===== src/ide_pkg.sv =====
`timescale 1ns / 1ps
`default_nettype none
package ide_pkg;

    localparam int LANES  = 8;
    localparam int WORD_W = 64;
    localparam int POS_W  = 13;
    localparam int ROW_W  = LANES * WORD_W;

    localparam logic CMD_LOAD    = 1'b0;
    localparam logic CMD_COMPARE = 1'b1;

    localparam logic [1:0] REG_WINDOW = 2'd0;
    localparam logic [1:0] REG_START  = 2'd1;
    localparam logic [1:0] REG_END    = 2'd2;

    typedef enum logic [1:0] {
        KIND_DATA   = 2'd0,
        KIND_HEADER = 2'd1,
        KIND_DONE   = 2'd2
    } kind_t;

    typedef struct packed {
        kind_t              kind;
        logic [POS_W-1:0]   addr;
        logic [WORD_W-1:0]  value;
        logic               last;
    } rec_t;

    typedef struct packed {
        logic               cmd;
        logic               empty;
        logic               pass_end;
        logic [2:0]         lane;
        logic [POS_W-1:0]   pos;
        logic [WORD_W-1:0]  value;
    } item_t;

    typedef struct packed {
        logic               en;
        logic [LANES-1:0]   lanes;
        logic [ROW_W-1:0]   data;
    } wr_t;

endpackage
`default_nettype wire


===== src/ide_core.sv =====
`timescale 1ns / 1ps
`default_nettype none
module ide_core
    import ide_pkg::*;
(
    input  wire logic              clk,
    input  wire logic              rst_n,
    input  wire logic              fire,
    input  wire logic              restart,
    input  wire item_t             item,
    input  wire logic [ROW_W-1:0]  base_row,
    input  wire logic [POS_W-1:0]  window,
    output wr_t                    wr,
    output rec_t                   recs [3],
    output logic      [1:0]        rec_cnt
);

    logic [WORD_W-1:0] gb_reg [LANES];
    logic [WORD_W-1:0] gb_next [LANES];
    logic [POS_W-1:0]  dc_reg, dc_next;
    logic [POS_W-1:0]  ha_reg, ha_next;
    logic [POS_W-1:0]  rs_reg, rs_next;
    logic [POS_W-1:0]  tc_reg, tc_next;
    logic              open_reg, open_next;
    logic [WORD_W-1:0] base_word;
    logic              changed;
    logic [POS_W-1:0]  gbase;
    logic [POS_W-1:0]  nxt;
    logic [POS_W-1:0]  endv;
    logic              fresh;
    logic              close;
    logic              rearm;
    logic [1:0]        n;

    assign base_word = base_row[item.lane*WORD_W +: WORD_W];
    assign changed   = item.value != base_word;
    assign gbase     = item.pos - POS_W'(7);
    assign nxt       = item.pos + POS_W'(1);

    always_comb
    begin
        gb_next   = gb_reg;
        dc_next   = dc_reg;
        ha_next   = ha_reg;
        rs_next   = rs_reg;
        tc_next   = tc_reg;
        open_next = open_reg;
        wr        = '0;
        n         = '0;
        fresh     = 1'b0;
        close     = 1'b0;
        endv      = '0;
        rearm     = restart;
        for (int k = 0; k < 3; k++)
        begin
            recs[k] = '0;
        end
        if (fire)
        begin
            if (item.cmd == CMD_LOAD)
            begin
                wr.en    = 1'b1;
                wr.lanes = LANES'(1) << item.lane;
                wr.data  = {LANES{item.value}};
            end
            else if (item.empty)
            begin
                recs[n] = '{KIND_DONE, '0, '0, 1'b0};
                n       = n + 2'd1;
                rearm   = 1'b1;
            end
            else
            begin
                gb_next[item.lane] = item.value;
                if (!open_next && changed)
                begin
                    open_next = 1'b1;
                    rs_next   = item.pos;
                    ha_next   = dc_next;
                    dc_next   = dc_next + POS_W'(1);
                end
                if (open_next)
                begin
                    recs[n] = '{KIND_DATA, dc_next, item.value, 1'b0};
                    n       = n + 2'd1;
                    dc_next = dc_next + POS_W'(1);
                    tc_next = changed ? '0 : tc_next + POS_W'(1);
                end
                if (item.lane == 3'd7)
                begin
                    fresh = open_next && (rs_next >= gbase);
                    close = open_next && !fresh && (tc_next > window);
                    if (open_next && !close)
                    begin
                        wr.en    = 1'b1;
                        wr.lanes = '1;
                        for (int k = 0; k < LANES; k++)
                        begin
                            wr.data[k*WORD_W +: WORD_W] = gb_next[k];
                        end
                    end
                    if (open_next && (close || item.pass_end))
                    begin
                        endv = nxt;
                        if (!fresh)
                        begin
                            // trim the trailing unchanged words
                            dc_next = dc_next - tc_next;
                            endv    = nxt - tc_next;
                        end
                        recs[n]   = '{KIND_HEADER, ha_next,
                                      {19'd0, endv, 19'd0, rs_next}, 1'b0};
                        n         = n + 2'd1;
                        open_next = 1'b0;
                        tc_next   = '0;
                    end
                    if (item.pass_end)
                    begin
                        recs[n] = '{KIND_DONE, dc_next, '0, 1'b0};
                        n       = n + 2'd1;
                        rearm   = 1'b1;
                    end
                end
            end
        end
        for (int k = 0; k < 3; k++)
        begin
            recs[k].last = (2'(k) == n - 2'd1);
        end
        if (rearm)
        begin
            dc_next   = '0;
            ha_next   = '0;
            rs_next   = '0;
            tc_next   = '0;
            open_next = 1'b0;
        end
    end

    assign rec_cnt = n;

    always_ff @(posedge clk or negedge rst_n)
    begin
        if (!rst_n)
        begin
            dc_reg   <= '0;
            ha_reg   <= '0;
            rs_reg   <= '0;
            tc_reg   <= '0;
            open_reg <= 1'b0;
        end
        else
        begin
            dc_reg   <= dc_next;
            ha_reg   <= ha_next;
            rs_reg   <= rs_next;
            tc_reg   <= tc_next;
            open_reg <= open_next;
        end
    end

    always_ff @(posedge clk)
    begin
        gb_reg <= gb_next;
    end

endmodule
`default_nettype wire


===== config.mk =====
export PLATFORM = sky130hd
export DESIGN_NAME = ide_core
export DESIGN_NICKNAME = d
export VERILOG_FILES = /design/src/ide_pkg.sv /design/src/ide_core.sv
export SDC_FILE = /design/constraint.sdc
export NUM_CORES = 2
export LEC_CHECK = 0
export ABC_AREA = 1
export BUFFER_PORTS_ARGS = -buffer_cell sky130_fd_sc_hd__buf_2
export CAP_MARGIN = 0
export CORE_AREA = 2 2 534 536
export DETAILED_ROUTE_END_ITERATION = 16
export DIE_AREA = 0 0 536 538
export GPL_TIMING_DRIVEN = 0
export PLACE_DENSITY = 0.41
export RECOVER_POWER = 50
export SLEW_MARGIN = 20
export SYNTH_ARGS = -nofsm -noshare
export SYNTH_HDL_FRONTEND = slang
export SYNTH_SLANG_ARGS = --single-unit

===== constraint.sdc =====
create_clock -name clk -period 31.8 [get_ports clk]
set_input_delay 3.18 -clock clk [delete_from_list [all_inputs] [get_ports clk]]
set_output_delay 3.18 -clock clk [all_outputs]
set_load 0.03 [all_outputs]

* Word-level counts from Yosys, hierarchy flattened
Index checks and enable logic that the tools add are counted.
** Operators by class
- Add/sub/neg operators :: 10
- $lt $le $gt $ge :: 8
- Eq/ne operators :: 5
- Shift-type cells :: 2
- Mux-type cells :: 110
- Bitwise gates (word level) :: 4
- Reduce and logical (&&, ||, !) cells :: 18
** Operators by type and width (number)
- $mux W521 :: 5
- $mux W240 :: 9
- $mux W13 :: 52
- $bwmux W512 :: 1
- $shiftx A512 B10 Y64 :: 1
- $bwmux W240 :: 2
- $mux W80 :: 6
- $demux W80 S2 :: 2
- $demux W64 S3 :: 1
- $mux W160 :: 1
- $mux W78 :: 1
- $mux W64 :: 1
- $ne A64 B64 Y1 :: 1
- $add A13 B1 Y13 const B :: 4
- $mux W2 :: 13
- $sub A13 B13 Y13 :: 2
- $mux W1 :: 16
- $ge A13 B13 Y1 :: 1
- $gt A13 B13 Y1 :: 1
- $sub A13 B3 Y13 const B :: 1
- $logic_and A1 B1 Y1 :: 9
- $shl A1 B3 Y8 const A :: 1
- $ge A3 B3 Y1 const B :: 2
- $lt A3 B1 Y1 const B :: 2
- 16 further kinds :: 22
** Storage, ports and cells
- Flip-flop bits (word level) :: 565
- Output and inout port bits :: 763
- Logic and storage cells :: 170

* Longest topological paths before layout
- Depth in word-level cells :: 32
- Gate-level depth with buffers :: 47

* Worst setup path before layout
Ideal clock, no wire load.
- Path kind :: in2out
- From :: in fire
- To :: out recs[229] (netlist name)
- Arrival time :: 27.301 ns
- Data required time :: 28.620 ns
- Slack :: 1.319 ns
- Stages :: 4
- Path buffers :: 0
- Cells stage by stage :: nand2_1 > nor2_1 > o21ai_1 > a21oi_1
** RTL lines
- start: declaration :: line ide_core.sv:8 : input wire logic fire,
- end: declaration :: line ide_core.sv:14 : output rec_t recs [3],

==> results.yml <==
worst_setup_path:
  critical-path-top-delay-family: "buffers and inverters"
  r2r_cells: 29
  cpMaxStageDelayCell: "clkbuf_1"
  crit_buf_inv: 11
  worst_path_most_repeated_cell: "nand2_1"
  cp.arrival_ns: 14.36
  crit_type: "primary input to output pin"
  cp_max_fo: 10
  critPathCaptureType: "output pin"
  crit_required_ns: 28.62
  crit_path_start: "item[79]"
  critPathLaunchType: "primary input"
  reg2reg_to: "dc_reg[6]"
  slowest_delay_ns: 1.89
  reg2reg_slack_ns: 25.73
  reg2reg_from: "open_reg"
logic_synthesis:
  synth_area_leader_cell: "edfxtp_1"
  synth_top_family_by_area: "simple AND/OR/NAND/NOR gates"
  synth_cells: 5562
  synth_ff_type: "edfxtp_1"
  synth_area_per_cell_sq_um: 6.893
  synth_area_leaders: "edfxtp_1 (35%), nand2_1 (17%), nor2_1 (8.8%), o21ai_0 (7.1%), nor2_2 (5.8%)"
  synthXorXnorAreaFrac: 0.01074
  syn-cell-area_sq_um: 38340
  yosys_warnings: 0
  synth_top_cell_area_share: 0.3509
  synth_compound_area_frac: 0.1162
  synthAdderAreaFrac: 0.01899
  synth.distinct_cells: 47
  post_synth_and_or_nand_nor_area_fraction: 0.3697
  synth_seq_area_share: 0.3855
  synth_edf_count: 448
  synth-seq-cells: 501
  synthMuxAreaShare: 0.0002611
  async_flop_share: 0.1058
sta:
  finalMaxSlewViolations: 215
  slew_headroom: -1.287
  final_hold_viol_count: 0
  period_minus_slack_ns: 17.54
  clock.fmax_mhz: 57.01
  finalSetupViolCount: 0
  fin_crit_sh: 0.5516
  setup_ws_ns: 14.26
  rsz0062_at_grt: "false"
  finClkSkew_ns: 0.01998
  worst_slew_pin_slew_ns: 3.431
global_route:
  grt_pass1_wl_um: 463400
  grt_pass1_vias: 44520
  antenna_found_initial: 159
  grt_max_degree: 54
  grt-ovfl-total: 0
  grtUsageTotal: 0.2491
clock_network:
  cts_resized: 0
  cts_setup_buffers: 0
  hold_buffers: 0
  cts_tree: "yes"
  htree_levels: 3
  worstSkewPairLatency_ns: 0.67
  clkTransAtPathRegs_ns: 0.06
  cts.path.max_buffers: 3
  clock_sinks: 501
  ctsRootBufferMaster: "clkbuf_16"
  cts_made_buffers: 73
placement:
  dp_hpwl_um: 313700
  dp_slack_ns: 15.43
  numPortBuffers: 1266
  gp_congestion: 0.9406
route:
  wl_per_cell_um: 33.78
  num_vias: 47300
  viasPerCell: 4.274
  ant_nets: 0
  drc_errors: 0
  drt_iter0_drc: 4769
  wl_um: 373900
  firstDrtPassIters: 8
floorplanning:
  coreArea_sq_um: 283200
  pin_count: 1375
  die_h_um: 538
  dieArea_sq_um: 288400
  placementRows: 196
  die_w_um: 536
  start_util: 0.1354
finish:
  largest_reg_flops: 448
  synthToLayoutAreaGrowth_pct: 39.00
  final_nets: 7728
  drive_gt1_frac: 0.2923
power:
  p_per_area_nw_per_um2: 42.78
  p_leak_nw: 25.51
  vdd_drop_max_uv: 34.19
  finalPower_mw: 2.280
status:
  status: "complete, but fails checks"
  violations: "max-capacitance violations, max-slew violations"
worst_hold_path:
  hold_path.class: "flip-flop to flip-flop"
  worstHoldStart: "ha_reg[0]"
  whs_path_depth: 2
  hold_end: "ha_reg[0]"
job:
  maxCapViolCount: 10
==> worst max-delay path by stage <==
| stage | endpoint | slack, ns | cells after the start |
|---|---|---|---|
| after CTS | recs[156] | 15.42 | 45 |
| after detailed placement | recs[156] | 15.43 | 45 |
| final | wr[122] | 14.26 | 39 |
| after global placement | recs[233] | -16.11 | 6 |
| after floorplan | recs[229] | 1.32 | 4 |
| after global routing | recs[151] | 13.97 | 41 |
==> final cells by class <==
cell class	count	area, sq um
flip-flops and latches	501	14780
repair buffers	1318	6948
clock buffers	95	1939
fillers	32900	230000
inverters	337	1267
clock inverters	36	386.6
well taps	3762	4707
diodes	190	475.5
plain buffers	484	2560
multi-input cells	4344	20230
==> synth_stat cells (5+ instances only) <==
library cell,count
inv_1,326
nand3b_1,6
o22ai_1,16
ha_1,55
nand3_1,254
dfrtp_1,53
o21bai_1,6
nor3_1,36
buf_6,8
buf_12,5
o21ai_1,16
nor2_2,354
or2_2,11
nand2_1,1764
buf_4,124
buf_2,66
xnor2_1,7
nand4_1,44
clkbuf_1,267
a32o_1,8
o21ai_4,50
a21oi_1,94
buf_1,14
o32ai_1,5
o21ai_0,541
edfxtp_1,448
inv_2,8
xor2_1,40
nor2_1,899
==> placed cells by master, fill, tap and decap left out, drive strengths merged, types with 3 or more instances in the layout <==
cell         n
nand2     1769
clkbuf     397
xnor2        7
o21bai       6
nand4       44
a22oi        3
nor3        36
buf       1500
ha          55
nor2      1256
nand3      254
clkinvlp     3
and2         4
edfxtp     448
o211ai       4
o21a         3
or2         11
o32ai        5
inv        337
dfrtp       53
o22ai       16
o21ai      608
xor2        40
nand3b       6
clkinv      31
conb       105
a32o         8
a21oi       94
diode      190
==> kinds of logic (layout without fill, tap and decap cells) <==
| group | count (synthesis) | in the layout |
|---|---|---|
| buf+inv | 821 | 2270 |
| other cells | 1 | 295 |
| fa+ha+maj | 57 | 57 |
| flops | 501 | 501 |
| xor+xnor | 47 | 47 |
| mux | 1 | 1 |
| compound gates | 751 | 751 |
| simple gates | 3383 | 3383 |
==> routing by layer <==
metal,GRT usage,share of wire
met4,0.1260,0.053
met3,0.06726,0.090
met1,0.2817,0.37
met5,0,0.0012
met2,0.4291,0.49
==> stage by stage <==
step | hold WS [ns] | setup TNS [ns] | cell area (sq um) | utilization | std cells
global placement | 0.4694 | -2914.14 | 49770 | 0.1757 | 10690
global route | 0.5089 | 0 | 53100 | 0.1875 | 10990
finish | 0.4846 | 0 | 53290 | 0.1881 | 11070
CTS | 0.4895 | 0 | 53430 | 0.1886 | 10880
floorplan | 0.4479 | 0 | 38730 | - | 5666
detailed placement | 0.4744 | 0 | 51100 | 0.1804 | 10750
==> worst min-delay path, cell delays in order (launching register included) <==
cell,delay (ns)
dfrtp_1,0.34
nand2_1,0.05
o21ai_0,0.06
==> where the power goes <==
part / total, mW / leakage (nW) / switching [mW] / internal, mW
Combinational: 0.710 / 19.5 / 0.545 / 0.166
Sequential: 0.747 / 4.86 / 0.00597 / 0.741
Clock: 0.822 / 1.12 / 0.369 / 0.454
No activity file was read; power rests on OpenSTA's default activity.
