**src/ide_pkg.sv**
```systemverilog
`timescale 1ns / 1ps
`default_nettype none
package ide_pkg;

    localparam int LANES  = 8;
    localparam int WORD_W = 64;
    localparam int POS_W  = 13;
    localparam int ROW_W  = LANES * WORD_W;

    localparam logic CMD_LOAD    = 1'b0;
    localparam logic CMD_COMPARE = 1'b1;

    localparam logic [1:0] REG_WINDOW = 2'd0;
    localparam logic [1:0] REG_START  = 2'd1;
    localparam logic [1:0] REG_END    = 2'd2;

    typedef enum logic [1:0] {
        KIND_DATA   = 2'd0,
        KIND_HEADER = 2'd1,
        KIND_DONE   = 2'd2
    } kind_t;

    typedef struct packed {
        kind_t              kind;
        logic [POS_W-1:0]   addr;
        logic [WORD_W-1:0]  value;
        logic               last;
    } rec_t;

    typedef struct packed {
        logic               cmd;
        logic               empty;
        logic               pass_end;
        logic [2:0]         lane;
        logic [POS_W-1:0]   pos;
        logic [WORD_W-1:0]  value;
    } item_t;

    typedef struct packed {
        logic               en;
        logic [LANES-1:0]   lanes;
        logic [ROW_W-1:0]   data;
    } wr_t;

endpackage
`default_nettype wire

```
**src/ide_issue.sv**
```systemverilog
`timescale 1ns / 1ps
`default_nettype none
module ide_issue
    import ide_pkg::*;
#(
    parameter int ROWS = 512,
    parameter int RAW  = 9
)
(
    input  wire logic              clk,
    input  wire logic              rst_n,
    input  wire logic              in_valid,
    input  wire logic              command,
    input  wire logic [11:0]       word_index,
    input  wire logic [WORD_W-1:0] word_value,
    output logic                   in_ready,
    input  wire logic              fire,
    input  wire logic              restart,
    input  wire logic [POS_W-1:0]  start_value,
    input  wire logic [POS_W-1:0]  end_value,
    output logic                   s1_valid,
    output item_t                  s1_item,
    output logic      [RAW-1:0]    s1_row,
    output logic                   rd_en,
    output logic      [RAW-1:0]    rd_row
);

    logic             s1_valid_reg;
    item_t            item_reg;
    item_t            item_next;
    logic [RAW-1:0]   row_reg;
    logic [RAW-1:0]   row_next;
    logic [POS_W-1:0] pos_reg;
    logic [POS_W-1:0] pos_next;
    logic [POS_W:0]   pos_inc;
    logic             accept;

    assign in_ready = !s1_valid_reg || fire;
    assign accept   = in_valid && in_ready;
    assign s1_valid = s1_valid_reg;
    assign s1_item  = item_reg;
    assign s1_row   = row_reg;
    assign pos_inc  = {1'b0, pos_reg} + 1'b1;
    assign rd_row   = RAW'((32'(pos_reg) >> 3) % ROWS);
    assign rd_en    = accept && (command == CMD_COMPARE);

    always_comb
    begin
        item_next          = '0;
        item_next.cmd      = command;
        item_next.value    = word_value;
        item_next.pos      = pos_reg;
        pos_next           = pos_reg;
        row_next           = rd_row;
        if (command == CMD_LOAD)
        begin
            item_next.lane = word_index[2:0];
            row_next       = RAW'((32'(word_index) >> 3) % ROWS);
        end
        else if (pos_reg >= end_value)
        begin
            item_next.empty = 1'b1;
            pos_next        = start_value;
        end
        else
        begin
            item_next.lane = pos_reg[2:0];
            pos_next       = pos_inc[POS_W-1:0];
            if ((pos_reg[2:0] == 3'd7) && (pos_inc >= {1'b0, end_value}))
            begin
                item_next.pass_end = 1'b1;
                pos_next           = start_value;
            end
        end
        if (restart)
        begin
            pos_next = start_value;
        end
    end

    always_ff @(posedge clk or negedge rst_n)
    begin
        if (!rst_n)
        begin
            s1_valid_reg <= 1'b0;
            pos_reg      <= '0;
        end
        else
        begin
            if (accept)
            begin
                s1_valid_reg <= 1'b1;
            end
            else if (fire)
            begin
                s1_valid_reg <= 1'b0;
            end
            if (accept || restart)
            begin
                pos_reg <= pos_next;
            end
        end
    end

    always_ff @(posedge clk)
    begin
        if (accept)
        begin
            item_reg <= item_next;
            row_reg  <= row_next;
        end
    end

endmodule
`default_nettype wire

```
**config.mk**
```make
export PLATFORM = sky130hd
export DESIGN_NAME = ide_issue
export DESIGN_NICKNAME = d
export VERILOG_FILES = /design/src/ide_pkg.sv /design/src/ide_issue.sv
export SDC_FILE = /design/constraint.sdc
export NUM_CORES = 1
export LEC_CHECK = 0
export ABC_AREA = 1
export BUFFER_PORTS_ARGS = -buffer_cell sky130_fd_sc_hd__buf_2
export CORE_UTILIZATION = 35
export DETAILED_ROUTE_END_ITERATION = 10
export GPL_ROUTABILITY_DRIVEN = 0
export PLACE_DENSITY = 0.63
export RECOVER_POWER = 25
export SLEW_MARGIN = 0
export SYNTH_ARGS = -nofsm -noshare
export SYNTH_HDL_FRONTEND = slang
export SYNTH_SLANG_ARGS = --single-unit
```
**constraint.sdc**
```tcl
create_clock -name clk -period 3.11 [get_ports clk]
set_input_delay 0.933 -clock clk [delete_from_list [all_inputs] [get_ports clk]]
set_output_delay 0.933 -clock clk [all_outputs]
set_load 0.05 [all_outputs]
```
# After elaboration in Yosys (flattened, before gate mapping)
# Index checks and enable logic that the tools add are counted.
# totals
regBits	106
inputBits	108
output_inout_bits	104
elab_cells	35
# op_classes
addsub	1
order_cmp	2
eq_ne	1
muxes	11
bitwise	1
reduce_logical	10
# ops
op	n
13-bit two-way mux	4
13-bit by 1-bit adder with 14-bit output, second input constant	1
14-bit by 13-bit >= comparator with 1-bit output	1
13-bit >= comparator	1
9-bit two-way mux	1
3-bit two-way mux	2
1-bit two-way mux	4
2-bit nonzero test	2
3-bit == test, second input constant	1
1-bit logical AND	3
1-bit logical OR	2
2-bit AND reduction	1
2-bit OR reduction	1
1-bit logical NOT	1
1-bit NOT	1

# Longest topological paths before layout
# logic_depth
word_depth	7
mapped_depth	22
depth_no_buf	21

# Least setup slack after synthesis
# No wires, ideal clock.
# synth_path
path_type	in2reg
start	input port fire
end	register item_reg, in the netlist s1_item[0], enable pin
setup_time_ns	0.445
t_arrival_ns	3.294
required_time_ns	2.665
setup_slack_ns	-0.629
stages	4
n_path_buf	0
cell_sequence	inv_1 nand2_1 nand2_1 inv_1
# synth_via
elab_chain_cells	2
# synth_lines
item	line	text
from (decl)	ide_issue.sv:17	input wire logic fire,
1-bit logical OR	ide_issue.sv:38	assign in_ready = !s1_valid_reg || fire;
net in_ready	ide_issue.sv:16	output logic in_ready,
1-bit logical AND	ide_issue.sv:39	assign accept = in_valid && in_ready;
net accept	ide_issue.sv:36	logic accept;
to (signal assigned)	ide_issue.sv:109	item_reg <= item_next;
to (decl)	ide_issue.sv:29	item_t item_reg;
# The timed path passes the listed nets, and every way through them passes these cells.
# A chain may end at the register's enable or synchronous reset.

# Worst setup path after layout
# layout_path
start	register pos_reg[1]
end	register pos_reg[1]
# layout_via
elab_chain_cells	7
elab_cells_between_ends	9
cone_classes	add/sub (1); order compare (2); eq/ne (1); mux (4); reduce/logical (1)
# layout_lines
item	line	text
from (decl)	ide_issue.sv:33	logic [POS_W-1:0] pos_reg;
from (signal assigned)	ide_issue.sv:100	pos_reg <= pos_next;
13-bit by 1-bit adder with 14-bit output	ide_issue.sv:43	assign pos_inc = {1'b0, pos_reg} + 1'b1;
14-bit by 13-bit >= comparator with 1-bit output	ide_issue.sv:69	if ((pos_reg[2:0] == 3'd7) && (pos_inc >= {1'b0, end_value}))
1-bit logical AND	ide_issue.sv:69	
13-bit two-way mux	ide_issue.sv:69	
13-bit two-way mux *	ide_issue.sv:60	else if (pos_reg >= end_value)
13-bit two-way mux *	ide_issue.sv:55	if (command == CMD_LOAD)
13-bit two-way mux *	ide_issue.sv:75	if (restart)
# Mark *: on every way between the ends. The rest lies on a longest branch, timed or not. The select of a mux whose other input is x is not followed.

==> qor.csv <==
stage,metric,value,unit
synth,Synth Instances,406,
final_layout,Area growth syn-to-layout,30.7,%
timing,Final Max Slew Viols,0,
die,DIE HEIGHT,120,microns
routing,DR vias,3495,
place,placed wire-length estimate,9630,microns
setup_path,R2R Path Start,pos_reg[1]$_DFFE_PN0P_,
pwr,Worst VDD drop,0.246,mV
timing,setup violators final,0,
timing,setup TNS,0,ps
global_route,largest net degree at the start of global routing,66,
min_path,hold path depth,2,
setup_path,critical path startpoint category,register,
final_layout,number of nets in the layout,756,
min_path,min-delay worst type,register to register,
timing,Clock Skew,7.61,ps
synth,register area share after synthesis,63.5,%
routing,ANT nets after route,0,
setup_path,Worst Setup End Kind,register,
global_route,vias in the first global route,3460,
place,Port Buf Inserts,211,
die,CORE AREA,13500,sq um
die,initial core utilization,36.5,%
setup_path,Worst Path Max Fanout,15,
routing,DRT Wirelength,12000,microns
final_layout,final non-filler cell total,801,
cts,Clock Sinks,106,
outcome,status,finished clean,
global_route,first-pass GRT wire length,18100,microns
synth,Yosys Warn Count,0,
timing,post-layout min period,2830,ps
cts,H-tree levels,3,
timing,crit share post-route,91.0,%
setup_path,reg2reg path depth,17,
setup_path,CP Class,register to register,
cts,CTS root buf,clkbuf_16,
setup_path,CP max-delay cell,dfrtp_1,
die,die width,120,microns
global_route,Total GRT Usage,16.8,%
timing,Worst slew margin,46.3,%
routing,Initial DRT Pass Iterations,4,
synth,Syn Nets,542,
routing,DR WL/cell,14.9,microns
routing,met3 WL post-DR,711,microns
setup_path,"Top cell by count, worst path",nand2_1,
routing,Vias/cell,4.36,
timing,Fin. Hold Viols,0,
die,num rows,42,
synth,synthesized area,4910,sq um
pwr,Lkg Pwr,3.10,nW
pwr,pwr dens,660,nW/um^2
timing,RSZ-0062 raised after global routing,no,
min_path,Worst Hold Endpoint,s1_valid$_DFFE_PN0P_,
final_layout,multi-input combinational cell area,1460,sq um
synth,Seq cells post-synth,106,
cts,hold-fix buffers at CTS,0,
die,number of top-level pins,212,
synth,synthesized area per cell,12.1,sq um
timing,maximum clock rate,353,MHz
global_route,total grt overflow,0,
setup_path,terminus of the critical flop-to-flop path,pos_reg[1]$_DFFE_PN0P_,
final_layout,Fillers,1268,
synth,Netlist cell types,29,
final_layout,share of cells above drive strength 1,46.6,%
min_path,min-delay src,s1_valid$_DFFE_PN0P_,
final_layout,Antenna diodes,0,
cts,CTS tree,yes,
cts,clock latency on the worst-skew pair,350,ps
place,Placed Cells incl. Taps,785,
cts,Worst-path clk slew,70,ps
global_route,antenna violations before repair,0,
routing,DR top layer,met4,
final_layout,max reg flops,83,
die,die footprint,14500,sq um
cts,CTS buffer count,9,
routing,met2 WL post-DR,5910,microns
routing,Metal-1 WL,5130,microns
setup_path,Crit path required time,3340,ps
flow_run,Max Cap Viol,0,
setup_path,crit path cell chain,"ha_1, nand2_1, nor2_2, nand2_2, nor2_4, xor2_1, inv_1, ha_1, nand2_1, nor3_1, nand2_1, nand3_2, nand2_4, nand2_8, nand2_1, nand3_1, nand2_1",
setup_path,"slowest stage delay, CP",460,ps
setup_path,critical path data arrival time,3060,ps
final_layout,area occupied by registers,3110,sq um
routing,Starting DRT DRC Count,162,
cts,clk buf depth,2,
setup_path,reg2reg setup slack,280,ps
routing,DRC viols,0,
timing,slew of the pin with the lowest slew margin,806,ps
## layout make-up
class	instances	share of cell area, %
Tap cell	176	3.43
Timing Repair Buffer	219	17.4
Sequential cell	106	48.6
Clock buffer	9	3.51
Inverter	58	3.45
Clock inverter	7	0.820
Multi-Input combinational cell	226	22.8
## cells in the final DEF (no fill, tap or decap), types with 9 or more instances in the layout
cell type / synthesis / layout
buf_2: 1 / 210
edfxtp_1: 92 / 92
nand2_1: 91 / 89
inv_1: 54 / 53
ha_1: 28 / 28
nand2_2: 21 / 23
nand3_2: 20 / 20
nand3_1: 14 / 14
dfrtp_1: 14 / 14
nor2_1: 12 / 12
xor2_1: 9 / 9
a21oi_1: 9 / 9
clkbuf_16: 0 / 9
## per-stage QoR
| stage | power [mW] | util [%] | setup WS (ps) | cell area, sq um | hold WS, ps |
|---|---|---|---|---|---|
| finish | 4.23 | 47.7 | 280 | 6410 | 516 |
| global route | 4.46 | 47.7 | 15.3 | 6410 | 541 |
| CTS | 4.29 | 47.7 | 203 | 6410 | 476 |
| detailed placement | 3.22 | 45.6 | 218 | 6140 | 508 |
| global placement | 3.20 | 45.6 | 337 | 6140 | 506 |
| floorplan | 2.90 | - | 24.0 | 4910 | 511 |
## critical path: cells and delay by family, from the launching register on
family | cells | cell delay [ps]
XOR/XNOR | 1 | 250
adder cells (fa/ha/maj) | 2 | 490
AND/OR/NAND/NOR | 13 | 1440
flip-flops | 1 | 460
buffers and inverters | 1 | 70
## kinds of logic after synthesis
kind of cell    synth area share (%)
xor+xnor                        1.61
flops                           63.5
compound gates                  1.68
fa+ha+maj                       7.14
buf+inv                         7.01
simple gates                    19.1
## cells in the mapped netlist
master | instances | area, sq um
edfxtp_1 | 92 | 2760
nand2_1 | 91 | 342
inv_1 | 54 | 203
ha_1 | 28 | 350
nand2_2 | 21 | 131
nand3_2 | 20 | 200
dfrtp_1 | 14 | 350
nand3_1 | 14 | 70.1
nor2_1 | 12 | 45.0
buf_4 | 11 | 82.6
a21oi_1 | 9 | 45.0
xor2_1 | 9 | 78.8
inv_2 | 4 | 15.0
nand2_4 | 4 | 45.0
nor2_2 | 3 | 18.8
o21ai_0 | 3 | 15.0
o21ai_1 | 3 | 15.0
clkbuf_1 | 2 | 7.51
nor2_4 | 2 | 22.5
buf_12 | 1 | 20.0
buf_2 | 1 | 5.00
buf_6 | 1 | 11.3
nand3_4 | 1 | 17.5
nand3b_1 | 1 | 7.51
nand4_1 | 1 | 6.26
nor2_8 | 1 | 20.0
nor3_1 | 1 | 5.00
o21a_1 | 1 | 7.51
or2_2 | 1 | 6.26
## worst max path at each step
stage	cells past startpoint	slack [ps]	from	end
finish	17	280	pos_reg[1]$_DFFE_PN0P_	pos_reg[1]$_DFFE_PN0P_
global route	17	20	pos_reg[0]$_DFFE_PN0P_	pos_reg[0]$_DFFE_PN0P_
detailed placement	17	220	pos_reg[0]$_DFFE_PN0P_	pos_reg[12]$_DFFE_PN0P_
CTS	17	200	pos_reg[0]$_DFFE_PN0P_	pos_reg[12]$_DFFE_PN0P_
global placement	18	340	pos_reg[1]$_DFFE_PN0P_	pos_reg[0]$_DFFE_PN0P_
floorplan	4	20	fire	s1_item[0]$_DFFE_PP_
## metal layers
metal / vias up / global-route usage [%]
li1: 1766 / -
met1: 1577 / 20.4
met2: 139 / 29.1
met3: 13 / 3.68
met4: 0 / 6.25
met5: - / 0
## power by group
| part | leakage (nW) | switching (mW) | internal, mW |
|---|---|---|---|
| clock | 0.141 | 0.506 | 0.550 |
| sequential | 1.05 | 0.106 | 1.72 |
| combinational | 1.90 | 0.964 | 0.382 |
| total | 3.10 | 1.58 | 2.65 |
## what timing repair did
action,in CTS,in global routing
buffers inserted,0,0
endpoints found under the setup margin,0,4
hold endpoints to repair,0,0
gates resized for setup,0,1
Power figures use the tool's default switching activity.
